File: config.mk
export PLATFORM = sky130hd
export DESIGN_NAME = trailing_weighted_moving_average
export DESIGN_NICKNAME = d
export VERILOG_FILES = /design/src/hw/rtl/tma_pkg.sv /design/src/hw/rtl/trailing_weighted_moving_average.sv /design/src/hw/rtl/tma_history.sv /design/src/hw/rtl/tma_divider.sv
export SDC_FILE = /design/constraint.sdc
export NUM_CORES = 1
export LEC_CHECK = 0
export ABC_AREA = 1
export BUFFER_PORTS_ARGS = -buffer_cell sky130_fd_sc_hd__buf_4
export CORE_MARGIN = 2
export CORE_UTILIZATION = 55
export CTS_CLUSTER_DIAMETER = 30
export DETAILED_ROUTE_END_ITERATION = 8
export PLACE_DENSITY = 0.74
export REMOVE_ABC_BUFFERS = 1
export SYNTH_ARGS = -nofsm -noshare
export SYNTH_HDL_FRONTEND = slang
export SYNTH_HIERARCHICAL = 1
export SYNTH_SLANG_ARGS = --single-unit
File: constraint.sdc
create_clock -name i_clk -period 4.75 [get_ports i_clk]
set_clock_uncertainty 0.2 [all_clocks]
set_input_delay 0.95 -clock i_clk [delete_from_list [all_inputs] [get_ports i_clk]]
set_output_delay 0.95 -clock i_clk [all_outputs]
set_load 0.02 [all_outputs]
File: src/hw/rtl/tma_pkg.sv
package tma_pkg;

    localparam int unsigned WINDOW_REG_WIDTH = 6;
    localparam int unsigned CFG_INDEX_WIDTH  = 1;
    localparam logic [WINDOW_REG_WIDTH-1:0] WINDOW_RESET = 6'd4;

    typedef enum logic [CFG_INDEX_WIDTH-1:0] {
        CFG_WINDOW_WIDTH = 1'b0,
        CFG_WEIGHT_MODE  = 1'b1
    } t_cfg_index;

    typedef struct packed {
        logic start;
        logic negative;
    } t_div_req;

    typedef struct packed {
        logic busy;
        logic done;
    } t_div_rsp;

endpackage

File: src/hw/rtl/trailing_weighted_moving_average.sv
// From an accepted transaction to the result, the block does one history read and
// one multiply-accumulate per window sample averaged, then one quotient bit per cycle.
// It takes a new transaction only once the previous result is registered; the input
// stalls meanwhile, and longer while an earlier result is still held by a stalled receiver.
// Reset (synchronous, active low) empties the history, sets window_width to 4 and flat weights.
module trailing_weighted_moving_average #(
    parameter int unsigned MAX_WINDOW   = 32,
    parameter int unsigned SAMPLE_WIDTH = 16
) (
    input  logic                                     i_clk,
    input  logic                                     i_rst_n,
    input  logic                                     i_in_valid,
    output logic                                     o_in_stall,
    input  logic signed [SAMPLE_WIDTH-1:0]           i_sample,
    input  logic                                     i_start_of_sequence,
    output logic                                     o_out_valid,
    input  logic                                     i_out_stall,
    output logic signed [SAMPLE_WIDTH-1:0]           o_average,
    input  logic                                     i_cfg_valid,
    output logic                                     o_cfg_ready,
    input  logic [tma_pkg::CFG_INDEX_WIDTH-1:0]      i_cfg_index,
    input  logic [tma_pkg::WINDOW_REG_WIDTH-1:0]     i_cfg_data
);

    import tma_pkg::*;

    localparam int unsigned ADDR_W   = $clog2(MAX_WINDOW);
    localparam int unsigned CNT_W    = $clog2(MAX_WINDOW + 1);
    localparam int unsigned CMP_W    = (CNT_W > WINDOW_REG_WIDTH) ? CNT_W : WINDOW_REG_WIDTH;
    localparam int unsigned WSUM_MAX = MAX_WINDOW * (MAX_WINDOW + 1) / 2;
    localparam int unsigned WSUM_W   = $clog2(WSUM_MAX + 1);
    localparam int unsigned ACC_W    = SAMPLE_WIDTH + WSUM_W;
    localparam int unsigned PROD_W   = SAMPLE_WIDTH + CNT_W + 1;

    typedef enum logic [1:0] {
        S_IDLE,
        S_RUN,
        S_DIV,
        S_OUT
    } t_state;

    t_state                          r_state;
    logic [WINDOW_REG_WIDTH-1:0]     r_window_width;
    logic                            r_weight_mode;
    logic [CNT_W-1:0]                r_filled;
    logic [CNT_W-1:0]                r_used;
    logic [CNT_W-1:0]                r_issue;
    logic [CNT_W-1:0]                r_wt;
    logic [CNT_W-1:0]                r_s1_wt;
    logic                            r_s1_v;
    logic                            r_s2_v;
    logic [ADDR_W-1:0]               r_wr_pos;
    logic [ADDR_W-1:0]               r_rd_addr;
    logic signed [PROD_W-1:0]        r_prod;
    logic signed [ACC_W-1:0]         r_acc;
    logic [WSUM_W-1:0]               r_wsum;
    logic                            r_out_valid;
    logic signed [SAMPLE_WIDTH-1:0]  r_average;

    logic [CMP_W-1:0]                ww_ext;
    logic [CNT_W-1:0]                w_eff;
    logic [CNT_W-1:0]                filled_next;
    logic [CNT_W-1:0]                used_next;
    logic [ADDR_W-1:0]               wr_addr;
    logic [ADDR_W-1:0]               wr_pos_next;
    logic [ADDR_W-1:0]               rd_addr_next;
    logic                            in_accept;
    logic                            issue_go;
    logic                            run_done;
    logic [ACC_W-1:0]                acc_mag;
    logic [SAMPLE_WIDTH-1:0]         hist_rdata;
    logic signed [SAMPLE_WIDTH-1:0]  div_quot;
    t_div_req                        div_req;
    t_div_rsp                        div_rsp;

    assign in_accept = i_in_valid && (r_state == S_IDLE);
    assign ww_ext    = CMP_W'(r_window_width);

    always_comb begin
        if (ww_ext == '0) begin
            w_eff = CNT_W'(1);
        end else if (ww_ext > CMP_W'(MAX_WINDOW)) begin
            w_eff = CNT_W'(MAX_WINDOW);
        end else begin
            w_eff = CNT_W'(ww_ext);
        end
    end

    always_comb begin
        if (i_start_of_sequence) begin
            filled_next = CNT_W'(1);
        end else if (r_filled == CNT_W'(MAX_WINDOW)) begin
            filled_next = r_filled;
        end else begin
            filled_next = r_filled + 1'b1;
        end
    end

    assign used_next    = (filled_next < w_eff) ? filled_next : w_eff;
    assign wr_addr      = i_start_of_sequence ? '0 : r_wr_pos;
    assign wr_pos_next  = (wr_addr == ADDR_W'(MAX_WINDOW - 1)) ? '0 : wr_addr + 1'b1;
    assign rd_addr_next = (r_rd_addr == '0) ? ADDR_W'(MAX_WINDOW - 1) : r_rd_addr - 1'b1;

    assign issue_go = (r_state == S_RUN) && (r_issue != r_used);
    assign run_done = (r_state == S_RUN) && !issue_go && !r_s1_v && !r_s2_v;

    assign div_req.start    = run_done;
    assign div_req.negative = r_acc[ACC_W-1];
    assign acc_mag          = r_acc[ACC_W-1] ? ACC_W'(-r_acc) : ACC_W'(r_acc);

    tma_history #(
        .DEPTH (MAX_WINDOW),
        .WIDTH (SAMPLE_WIDTH)
    ) u_history (
        .i_clk     (i_clk),
        .i_wr_en   (in_accept),
        .i_wr_addr (wr_addr),
        .i_wr_data (i_sample),
        .i_rd_addr (r_rd_addr),
        .o_rd_data (hist_rdata)
    );

    tma_divider #(
        .SAMPLE_WIDTH (SAMPLE_WIDTH),
        .WSUM_WIDTH   (WSUM_W)
    ) u_divider (
        .i_clk   (i_clk),
        .i_rst_n (i_rst_n),
        .i_req   (div_req),
        .i_mag   (acc_mag),
        .i_den   (r_wsum),
        .o_rsp   (div_rsp),
        .o_quot  (div_quot)
    );

    always_ff @(posedge i_clk) begin
        if (!i_rst_n) begin
            r_state        <= S_IDLE;
            r_window_width <= WINDOW_RESET;
            r_weight_mode  <= 1'b0;
            r_filled       <= '0;
            r_wr_pos       <= '0;
            r_used         <= '0;
            r_issue        <= '0;
            r_s1_v         <= 1'b0;
            r_s2_v         <= 1'b0;
            r_out_valid    <= 1'b0;
        end else begin
            if (i_cfg_valid) begin
                unique case (t_cfg_index'(i_cfg_index))
                    CFG_WINDOW_WIDTH: r_window_width <= i_cfg_data;
                    CFG_WEIGHT_MODE:  r_weight_mode  <= i_cfg_data[0];
                endcase
            end

            if (r_out_valid && !i_out_stall && (r_state != S_OUT)) begin
                r_out_valid <= 1'b0;
            end

            r_s1_v  <= issue_go;
            r_s1_wt <= r_wt;
            r_s2_v  <= r_s1_v;
            r_prod  <= $signed(hist_rdata) * $signed({1'b0, r_s1_wt});
            if (r_s2_v) begin
                r_acc <= r_acc + ACC_W'(r_prod);
            end

            unique case (r_state)
                S_IDLE: begin
                    if (i_in_valid) begin
                        r_wr_pos  <= wr_pos_next;
                        r_filled  <= filled_next;
                        r_used    <= used_next;
                        r_issue   <= '0;
                        r_rd_addr <= wr_addr;
                        r_wt      <= r_weight_mode ? w_eff : CNT_W'(1);
                        r_acc     <= '0;
                        r_wsum    <= '0;
                        r_state   <= S_RUN;
                    end
                end
                S_RUN: begin
                    if (issue_go) begin
                        r_issue   <= r_issue + 1'b1;
                        r_rd_addr <= rd_addr_next;
                        r_wsum    <= r_wsum + WSUM_W'(r_wt);
                        if (r_weight_mode) begin
                            r_wt <= r_wt - 1'b1;
                        end
                    end else if (run_done) begin
                        r_state <= S_DIV;
                    end
                end
                S_DIV: begin
                    if (div_rsp.done) begin
                        r_state <= S_OUT;
                    end
                end
                S_OUT: begin
                    if (!r_out_valid || !i_out_stall) begin
                        r_out_valid <= 1'b1;
                        r_average   <= div_quot;
                        r_state     <= S_IDLE;
                    end
                end
            endcase
        end
    end

    assign o_in_stall  = (r_state != S_IDLE);
    assign o_out_valid = r_out_valid;
    assign o_average   = r_average;
    assign o_cfg_ready = 1'b1;

    a_issue_bound: assert property (@(posedge i_clk) disable iff (!i_rst_n)
        r_issue <= r_used)
        else $error("more history reads issued than samples in the window");

    a_filled_bound: assert property (@(posedge i_clk) disable iff (!i_rst_n)
        r_filled <= CNT_W'(MAX_WINDOW))
        else $error("fill count exceeds the history depth");

    a_div_in_state: assert property (@(posedge i_clk) disable iff (!i_rst_n)
        (div_rsp.busy || div_rsp.done) |-> (r_state == S_DIV))
        else $error("divider active outside the divide state");

    a_den_nonzero: assert property (@(posedge i_clk) disable iff (!i_rst_n)
        div_req.start |-> (r_wsum != '0))
        else $error("division started with a zero weight sum");

endmodule

File: src/hw/rtl/tma_history.sv
module tma_history #(
    parameter int unsigned DEPTH = 32,
    parameter int unsigned WIDTH = 16
) (
    input  logic                     i_clk,
    input  logic                     i_wr_en,
    input  logic [$clog2(DEPTH)-1:0] i_wr_addr,
    input  logic [WIDTH-1:0]         i_wr_data,
    input  logic [$clog2(DEPTH)-1:0] i_rd_addr,
    output logic [WIDTH-1:0]         o_rd_data
);

    logic [WIDTH-1:0] r_mem [DEPTH];
    logic [WIDTH-1:0] r_rd_data;

    always_ff @(posedge i_clk) begin
        if (i_wr_en) begin
            r_mem[i_wr_addr] <= i_wr_data;
        end
    end

    always_ff @(posedge i_clk) begin
        r_rd_data <= r_mem[i_rd_addr];
    end

    assign o_rd_data = r_rd_data;

endmodule

File: src/hw/rtl/tma_divider.sv
module tma_divider #(
    parameter int unsigned SAMPLE_WIDTH = 16,
    parameter int unsigned WSUM_WIDTH   = 10
) (
    input  logic                                i_clk,
    input  logic                                i_rst_n,
    input  tma_pkg::t_div_req                   i_req,
    input  logic [SAMPLE_WIDTH+WSUM_WIDTH-1:0]  i_mag,
    input  logic [WSUM_WIDTH-1:0]               i_den,
    output tma_pkg::t_div_rsp                   o_rsp,
    output logic signed [SAMPLE_WIDTH-1:0]      o_quot
);

    import tma_pkg::*;

    localparam int unsigned MAG_W  = SAMPLE_WIDTH + WSUM_WIDTH;
    localparam int unsigned DIV_W  = MAG_W + 2;
    localparam int unsigned STEP_W = $clog2(SAMPLE_WIDTH + 1);

    logic [DIV_W-1:0]        r_rem;
    logic [DIV_W-1:0]        r_dvs;
    logic [SAMPLE_WIDTH-1:0] r_quot;
    logic                    r_neg;
    logic                    r_busy;
    logic                    r_done;
    logic [STEP_W-1:0]       r_step;
    logic                    ge;

    assign ge = (r_rem >= r_dvs);

    // Rounded quotient (2*mag + den) / (2*den), one quotient bit per cycle.
    always_ff @(posedge i_clk) begin
        if (!i_rst_n) begin
            r_busy <= 1'b0;
            r_done <= 1'b0;
            r_step <= '0;
        end else begin
            r_done <= 1'b0;
            if (i_req.start) begin
                r_rem  <= {1'b0, i_mag, 1'b0} + DIV_W'(i_den);
                r_dvs  <= DIV_W'(i_den) << SAMPLE_WIDTH;
                r_neg  <= i_req.negative;
                r_quot <= '0;
                r_busy <= 1'b1;
                r_step <= STEP_W'(SAMPLE_WIDTH);
            end else if (r_busy) begin
                if (ge) begin
                    r_rem <= r_rem - r_dvs;
                end
                r_quot <= {r_quot[SAMPLE_WIDTH-2:0], ge};
                r_dvs  <= r_dvs >> 1;
                r_step <= r_step - 1'b1;
                if (r_step == STEP_W'(1)) begin
                    r_busy <= 1'b0;
                    r_done <= 1'b1;
                end
            end
        end
    end

    assign o_rsp.busy = r_busy;
    assign o_rsp.done = r_done;
    assign o_quot     = r_neg ? $signed(-r_quot) : $signed(r_quot);

endmodule

# [Yosys cells after proc, flatten, opt, wreduce, memory -nomap -nowiden]
# Memories as Yosys holds them, arrays and structs flattened. A register that Yosys moved wholly into a read port is not among the register bits.
# Index checks and enable logic that the tools add are counted.
[totals] memories=1 inputBits=29 word_cells=144 ff_bits=206 ram_bits=512
[op_classes] n_eq_ne=15 bitwise_logic=3 order_cmp=3 addsub=12 n_mul=1 reduce_logical=33 mux=50
[mem_list] memory="u_history.r_mem" words=32 width=16 rd=1 rd_ports_with_merged_regs=1 wr=1 line_no="tma_history.sv:13" text="logic [WIDTH-1:0] r_mem [DEPTH];"
[ops] op="26-bit 2-to-1 mux" n=5
[ops] op="28-bit 2-to-1 mux" n=3
[ops] op="6-bit 2-to-1 mux" n=11
[ops] op="5-bit 2-to-1 mux" n=7
[ops] op="16-bit 2-to-1 mux" n=2
[ops] op="27-bit by 10-bit adder with 28-bit output" n=1
[ops] op="28-bit by 27-bit greater-or-equal comparator with 1-bit output" n=1
[ops] op="28-bit by 27-bit subtractor with 28-bit output" n=1
[ops] op="27-bit 2-to-1 mux" n=1
[ops] op="26-bit by 23-bit adder with 26-bit output" n=1
[ops] op="26-bit negation" n=1
[ops] op="6-bit one-hot mux with 2 select lines" n=2
[ops] op="16-bit by 7-bit multiplier with 23-bit output" n=1
[ops] op="10-bit 2-to-1 mux" n=2
[ops] op="10-bit one-hot mux with 2 select lines" n=1
[ops] op="16-bit negation" n=1
[ops] op="2-bit inequality test, second input constant" n=7
[ops] op="6-bit by 1-bit adder with 6-bit output, second input constant" n=2
[ops] op="10-bit by 6-bit adder with 10-bit output" n=1
[ops] op="2-bit 2-to-1 mux" n=5
[ops] op="5-bit one-hot mux with 2 select lines" n=1
[ops] op="2-bit AND reduction" n=5
[ops] op="5-bit AND reduction" n=2
[ops] op="5-bit by 1-bit subtractor with 5-bit output, second input constant" n=2
[ops] op="other kinds (25)" n=51

# [Longest topological paths before layout]
# Gate-level depths: netlist of the first run.
[depth] depth_word=9 mapped_depth=22 mapped_depth_nobuf=22

# [Hierarchy]
# Netlist of the first run, hierarchy kept.
[modules_own_cells] mod="tma_history" area_each_um2=21301.7 instances=1 cells_each=1794
[modules_own_cells] mod="trailing_weighted_moving_average" area_each_um2=11702.5 instances=1 cells_each=1497
[modules_own_cells] mod="tma_divider" area_each_um2=6635.1 instances=1 cells_each=987

# [Worst setup path after synthesis of the first run]
# OpenSTA, ideal clock, no wires.
[synth_path] kind="reg-to-reg" start="register r_s1_wt[2]" end="register r_prod[19], data pin" path_stages_with_launch=21 arrival_time_ns=4.118 t_required_ns=4.288 path_slack_ns=0.170 n_path_buf=2 cell_sequence="edfxtp_1 clkbuf_1 clkbuf_1 nand2_1 inv_1 fa_1 inv_1 fa_1 inv_1 fa_1 inv_1 fa_1 inv_1 ha_1 a21o_1 nand2_1 nand3_1 a21boi_2 nand2b_1 o21ai_1 xor2_1"
[synth_via] elab_chain_len=1
[synth_lines] item="from (decl)" line_no="trailing_weighted_moving_average.sv:49" text="logic [CNT_W-1:0] r_s1_wt;"
[synth_lines] item="from (signal assigned)" line_no="trailing_weighted_moving_average.sv:161" text="r_s1_wt <= r_wt;"
[synth_lines] item="16-bit by 7-bit multiplier with 23-bit output" line_no="trailing_weighted_moving_average.sv:163" text="r_prod <= $signed(hist_rdata) * $signed({1'b0, r_s1_wt});"
[synth_lines] item="to (signal assigned)" line_no="trailing_weighted_moving_average.sv:163"
[synth_lines] item="to (decl)" line_no="trailing_weighted_moving_average.sv:54" text="logic signed [PROD_W-1:0] r_prod;"
# No other way between the ends.
# A chain may end at the register's enable or synchronous reset.

# [Worst setup path after layout of the first run]
[layout_path] start="register r_s1_wt[2]" end="register r_prod[17], data pin"
# Same word-level chain as after synthesis.

==> results of run 1 <==
[cell type report]
type,instances,share of cell area [%]
flip-flops and latches,733,47.1
clock buffers,155,7.61
inverters,506,4.20
multi-input cells,2883,33.8
diodes,1,0.00550
well taps,950,2.61
repair buffers,110,1.97
clock inverters,87,2.68
[stage by stage]
stage | TNS (ns) | hold slack, ns | power, mW | cells | area [um^2]
after detailed placement | 0 | 0.213 | 22.7 | 5179 | 40700
after CTS | 0 | 0.232 | 32.5 | 5421 | 45400
after global placement | 0 | 0.205 | 22.4 | 5179 | 40700
after floorplan | -114.40 | 0.200 | 19.3 | 4122 | 38700
after global routing | -0.0492 | 0.249 | 35.0 | 5425 | 45500
final | 0 | 0.229 | 32.6 | 5425 | 45500
[registers in the layout, summed over array words and instances, names as in the netlist, 10 cells and up]
signal               count
r_wsum                  10
u_divider/r_rem         28
o_average               16
u_divider/r_quot        16
r_acc                   26
u_divider/r_dvs         26
u_history/o_rd_data     16
r_prod                  23
u_history/r_mem        512
[worst max-delay path, cell delays in order (launching register included)]
cell and delay (ns):
edfxtp_1 0.46, buf_6 0.19, nand2_1 0.05, inv_1 0.05, fa_1 0.48, fa_1 0.50, fa_1 0.48, inv_1 0.05
fa_1 0.47, inv_1 0.04, ha_2 0.36, nand2_1 0.09, nor2_1 0.14, nand2_1 0.07, nand3_1 0.14, a21boi_2 0.10
o21ai_2 0.18, nand2_1 0.08, nand2_1 0.07, xor2_1 0.07
[layer usage]
metal  GRT usage [%]  up-vias
met1            32.2    14100
met4            10.2        2
met3            4.02      163
met2            43.7     1045
met5               0        -
li1                -    14400
[repair_timing]
| action | in CTS | in global routing |
|---|---|---|
| endpoints found under the setup margin | 0 | 7 |
| buffers inserted | 0 | 3 |
| gates resized for setup | 0 | 7 |
[cell usage in the layout, fill, tap and decap left out, types with 8 or more instances in the layout]
cell and count:
clkinv_1 11, o21ai_1 18, clkinv_4 11, nor2_2 20
nor2_1 250, edfxtp_1 675, nand2_1 1339, inv_6 8
xnor2_1 20, o211ai_1 9, bufinv_16 15, clkinv_16 10
buf_4 103, nor3_1 21, clkinv_2 15, xor2_1 63
nand3_2 10, clkbuf_16 132, nand4_1 29, nand2_2 22
inv_2 17, a21oi_1 136, clkinvlp_4 16, o21ai_0 94
clkbuf_1 16, fa_1 71, nand3_1 543, dfxtp_1 58
inv_1 483, ha_1 129
[path summary, 6_finish.rpt]
kind | start | endpoint | slack [ns] | cells past startpoint
setup / recovery | r_s1_wt[2] | r_prod[17] | 0.22 | 19
hold / removal | r_s1_v | r_s2_v | 0.23 | 2
setup reg to reg | r_s1_wt[2] | r_prod[17] | 0.22 | 19
hold reg to reg | r_s1_v | r_s2_v | 0.23 | 2
[power breakdown]
group | switching, mW | total (mW) | internal [mW]
Combinational | 9.22 | 14.1 | 4.91
Clock | 3.42 | 9.57 | 6.15
Sequential | 0.532 | 8.87 | 8.34
Total | 13.2 | 32.6 | 19.4
==> metrics.csv, run 1 <==
stage,metric,value,unit
status,status,"finished, final reports clean",
cells_and_area,area_growth,14.8,%
synth,synthesis.area_per_instance,9.27,um^2
drt,viasPerCell,5.46,
drt,wl_met3,6190,um
clock_network,clk_pin_slew,0.04,ns
drt,drcViolationCount,0,
floorplanning,die_w,272,um
synth,netlist_area,39600,um^2
synth,ys_warn_count,6,
grt,grt_start_max_net_pins,197,
drt,met1_length,38800,um
floorplanning,ios,48,
cells_and_area,drive_above_1_share,10.1,%
synth,netlist_instances,4277,
worst_setup_path,worst-endpoint-required,4.97,ns
timing,slew_violations,0,
clock_network,clock_latency,0.73,ns
timing,relSlewSlack,26.9,%
clock_network,clockBufferDepth,3,
hold_path,hold_class,reg2reg,
floorplanning,die_area,74200,um^2
floorplanning,die_h,272,um
timing,worst_slew_pin_slew,1.10,ns
power,p_leak,19.7,nW
drt,drt_iter0_markers,2696,
cells_and_area,n_fill_cell,5586,
cells_and_area,final_nets,4598,
power,p_per_area,716,nW/um^2
floorplanning,coreArea,71400,um^2
worst_setup_path,crit_arrival,4.74,ns
placed_design,post-place-ws,0.138,ns
drt,drt_wl_total,94800,um
placed_design,port_buffers,46,
placed_design,dpl.hpwl,59700,um
cells_and_area,multiInputGateArea,15400,um^2
timing,fin_crit_sh,95.3,%
clock_network,cts_sinks,733,
clock_network,hold_buffers,0,
clock_network,cts_root_buffer,clkbuf_16,
worst_setup_path,path_max_fanout,11,
cells_and_area,final_core_util,63.7,%
grt,track_usage,25.4,%
timing,finalSetupViolations,0,
placed_design,place_congestion,0.913,
timing,finalHoldViolations,0,
drt,routed.top_layer,met5,
grt,overflow,0,
floorplanning,floorplan.rows,98,
drt,num_vias,29600,
drt,ant_nets,0,
drt,dr_wl_met2,47000,um
power,ir_drop,644,uV
clock_network,cts_tree,yes,
timing,max_freq,221,MHz
drt,routedWlPerCell,17.5,um
grt,grt_antenna_before_repair,2,
clock_network,cts_buffers,132,
grt,grt_pass1_wl,149000,um
flow_run,max_cap_viol_count,0,
worst_setup_path,crit_path_end_kind,register,
timing,setup_slack,0.225,ns
drt,first_pass_iters,6,
worst_setup_path,critPathKind,reg2reg,
worst_setup_path,startpoint_type,register,
grt,grt_pass1_vias,28800,
floorplanning,start_util,55.5,%
clock_network,htree_levels,4,
timing,period_needed,4.53,ns
cells_and_area,seqCellArea,21400,um^2
(Power assumes the default switching activity.)
==> run 2, diff against run 1 <==
clock period = 4.1 ns   (was 4.75 ns; I/O delays follow)
==> run 2 against run 1 <==
  * Utilization grew 1.2 points
  * Register-to-register slack worse by 0.53 ns
  * Total power grew 28%
  * Final cell count is 1.4% higher
  * Sequential power rose by 15%
  * Non-clock buffer count grew 76
  * Clock power grew 14%
  * Sequential share of layout area shrank 0.89 points
  * The flow now finishes with violations (setup timing)
  * Combinational power rose by 46%
  * Via count rose by 1.6%
  * Critical endpoint is now r_prod[22]
  * Critical path type unchanged
  * Highest routed layer unchanged
  * First-iteration DRC count is 5.4% higher
  * Sequential cell count is the same
==> metrics.csv, run 2 (synthesized netlist as in run 1, its figures left out) <==
stage,metric,value,unit,change
placed_design,dpl.hpwl,59900,um,+0.30%
drt,viasPerCell,5.47,,+0.16%
floorplanning,floorplan.rows,98,,unchanged
cells_and_area,final_nets,4675,,+1.7%
timing,period_needed,4.40,ns,-0.122 ns
clock_network,cts_sinks,733,,unchanged
cells_and_area,largest_reg_flops,512,,unchanged
grt,grt_pass1_vias,29400,,+2.0%
timing,fin_crit_sh,107,%,+12 points
cells_and_area,final_core_util,65.0,%,+1.2 points
clock_network,htree_levels,4,,unchanged
timing,timing.hold.ws,0.125,ns,-0.104 ns
grt,overflow,0,,unchanged
clock_network,cts_tree,yes,,
cells_and_area,final_common_cell,nand2_1,,
status,status,finished with violations,,
timing,worst_slew_pin_slew,1.19,ns,+0.0927 ns
placed_design,port_buffers,46,,unchanged
cells_and_area,final_cell_mix,"nand2_1, edfxtp_1, nand3_1",,
timing,rsz0062_at_grt,yes,,
worst_setup_path,r2r-start,r_s1_wt[2],,
cells_and_area,regMostFlops,u_history/r_mem,,
drt,first_pass_iters,6,,unchanged
timing,slew_violations,0,,unchanged
cells_and_area,reg_top3,"u_history/r_mem x512, u_divider/r_rem x28",,
clock_network,clock_latency,0.74,ns,about the same
drt,drcViolationCount,0,,unchanged
clock_network,cts_root_buffer,clkbuf_16,,
clock_network,clk_pin_slew,0.05,ns,about the same
drt,num_vias,30100,,+1.6%
cells_and_area,n_fill_cell,5468,,-2.1%
worst_setup_path,slowest_stage,fa_1,,
clock_network,clockBufferDepth,3,,unchanged
grt,grt_antenna_before_repair,2,,unchanged
worst_setup_path,crit_path_end_kind,register,,
cells_and_area,area_growth,17.0,%,
floorplanning,coreArea,71400,um^2,unchanged
floorplanning,die_w,272,um,unchanged
clock_network,cts_buffers,133,,+0.76%
power,p_total,41.7,mW,+28%
drt,drt_iter0_markers,2842,,+5.4%
flow_run,max_cap_viol_count,0,,unchanged
worst_setup_path,critPathMostFrequentCell,fa_1,,
power,p_leak,20.1,nW,+1.9%
worst_setup_path,reg2reg_depth,17,,-2
worst_setup_path,startpoint_type,register,,
power,p_per_area,900,nW/um^2,+26%
worst_setup_path,r2r_end,r_prod[22],,
hold_path,hold_path_depth,3,,+1
floorplanning,ios,48,,unchanged
timing,max_freq,227,MHz,+2.8%
power,ir_drop,967,uV,+50%
hold_path,hp-start,i_cfg_data[3],,
drt,drt_wl_total,96600,um,+1.9%
floorplanning,die_h,272,um,unchanged
timing,finalSetupViolations,15,,+15
timing,setup_slack,-0.303,ns,-0.528 ns
floorplanning,die_area,74200,um^2,unchanged
drt,routedWlPerCell,17.6,um,+0.50%
placed_design,place_congestion,0.943,,+3.3%
cells_and_area,seqCellArea,21400,um^2,unchanged
grt,track_usage,25.9,%,+0.51 points
timing,relSlewSlack,20.8,%,-6.1 points
worst_setup_path,cpLargestDelayFamily,adder cells,,
worst_setup_path,critPathKind,reg2reg,,
clock_network,hold_buffers,0,,unchanged
floorplanning,start_util,55.5,%,unchanged
grt,grt_start_max_net_pins,203,,+3.0%
timing,finalHoldViolations,0,,unchanged
worst_setup_path,crit_arrival,4.66,ns,-0.08 ns
worst_setup_path,worst-endpoint-required,4.36,ns,-0.61 ns
hold_path,hold_class,in2reg,,
status,violations,setup timing,,
worst_setup_path,path_cells,buf_6 -> buf_12 -> nand2_4 -> inv_2 -> fa_1 -> fa_1 -> fa_1 -> inv_2 -> fa_1 -> inv_2 -> ha_4 -> a21o_1 -> a31oi_2 -> nand3_2 -> nand3_2 -> nand3_1 -> xor2_1,,
cells_and_area,multiInputGateArea,15700,um^2,+2.1%
grt,grt_pass1_wl,152000,um,+2.2%
drt,ant_nets,0,,unchanged
worst_setup_path,path_buf_inv,5,,+1
worst_setup_path,path_max_fanout,6,,-5
cells_and_area,drive_above_1_share,12.9,%,+2.8 points
hold_path,holdPathEnd,r_window_width[3],,
worst_setup_path,ff2ff_setup_slack,-0.30,ns,-0.53 ns
worst_setup_path,max_stage_delay,0.52,ns,+0.02 ns
-- run 2: cell count changes in the layout (fill, tap and decap cells not counted), sizes merged --
| cell | delta |
|---|---|
| clkbuf | +1 |
| buf | +76 |
| inv | -1 |
| clkinv | +4 |
| clkinvlp | +2 |
| bufinv | -4 |
-- run 2: layout make-up --
cell class                 count  share of cell area, %
inverter                     506                   4.12
timing repair buffer         186                   3.28
antenna                        1                0.00540
clock inverter                88                   2.38
multi-input combinational   2883                   33.9
clock buffer                 156                   7.54
tap                          950                   2.56
sequential                   733                   46.2
-- run 2: where the power goes --
part	total [mW]	internal (mW)	switching, mW
Sequential	10.2	9.66	0.594
Clock	10.9	6.94	3.99
Combinational	20.6	8.25	12.3
-- run 2: per-stage QoR --
step | setup TNS [ns] | instance area (um^2) | setup slack (ns) | instances
after floorplan | -200.11 | 38700 | -3.06 | 4122
after global placement | -2.90 | 41300 | -0.335 | 5253
after detailed placement | -4.03 | 41300 | -0.434 | 5253
after CTS | -1.87 | 46200 | -0.210 | 5499
after global routing | -5.01 | 46400 | -0.467 | 5503
final | -2.91 | 46400 | -0.303 | 5503
-- run 2: layer usage --
| metal | part of all wire (%) | vias up | global-route usage, % |
|---|---|---|---|
| li1 | - | 14500 | - |
| met1 | 41 | 14300 | 33.0 |
| met2 | 49 | 1066 | 44.2 |
| met3 | 6.3 | 204 | 4.08 |
| met4 | 3.0 | 2 | 10.7 |
| met5 | 0.013 | - | 0 |
-- run 2: worst max path at each step --
stage / start / to / depth (start not counted)
CTS: r_s1_wt[1] / r_prod[21] / 19
floorplan: r_rd_addr[0] / u_history/o_rd_data[0] / 9
global route: r_s1_wt[1] / r_prod[22] / 18
detailed placement: r_s1_wt[1] / r_prod[22] / 16
global placement: r_s1_wt[1] / r_prod[22] / 17
finish: r_s1_wt[2] / r_prod[22] / 17
-- run 2: what timing repair did --
action / CTS / global route
resized for setup: 57 / 26
setup buffers: 2 / 3
pin swaps: 25 / 15
setup endpoints to repair: 15 / 15
gates cloned: 0 / 0
-- run 2: worst register-to-register path, cell delays in order (launching register included) --
cell,delay (ns)
edfxtp_1,0.42
buf_6,0.16
buf_12,0.13
nand2_4,0.05
inv_2,0.04
fa_1,0.51
fa_1,0.43
fa_1,0.52
inv_2,0.05
fa_1,0.52
inv_2,0.05
ha_4,0.22
a21o_1,0.19
a31oi_2,0.18
nand3_2,0.16
nand3_2,0.09
nand3_1,0.07
xor2_1,0.15
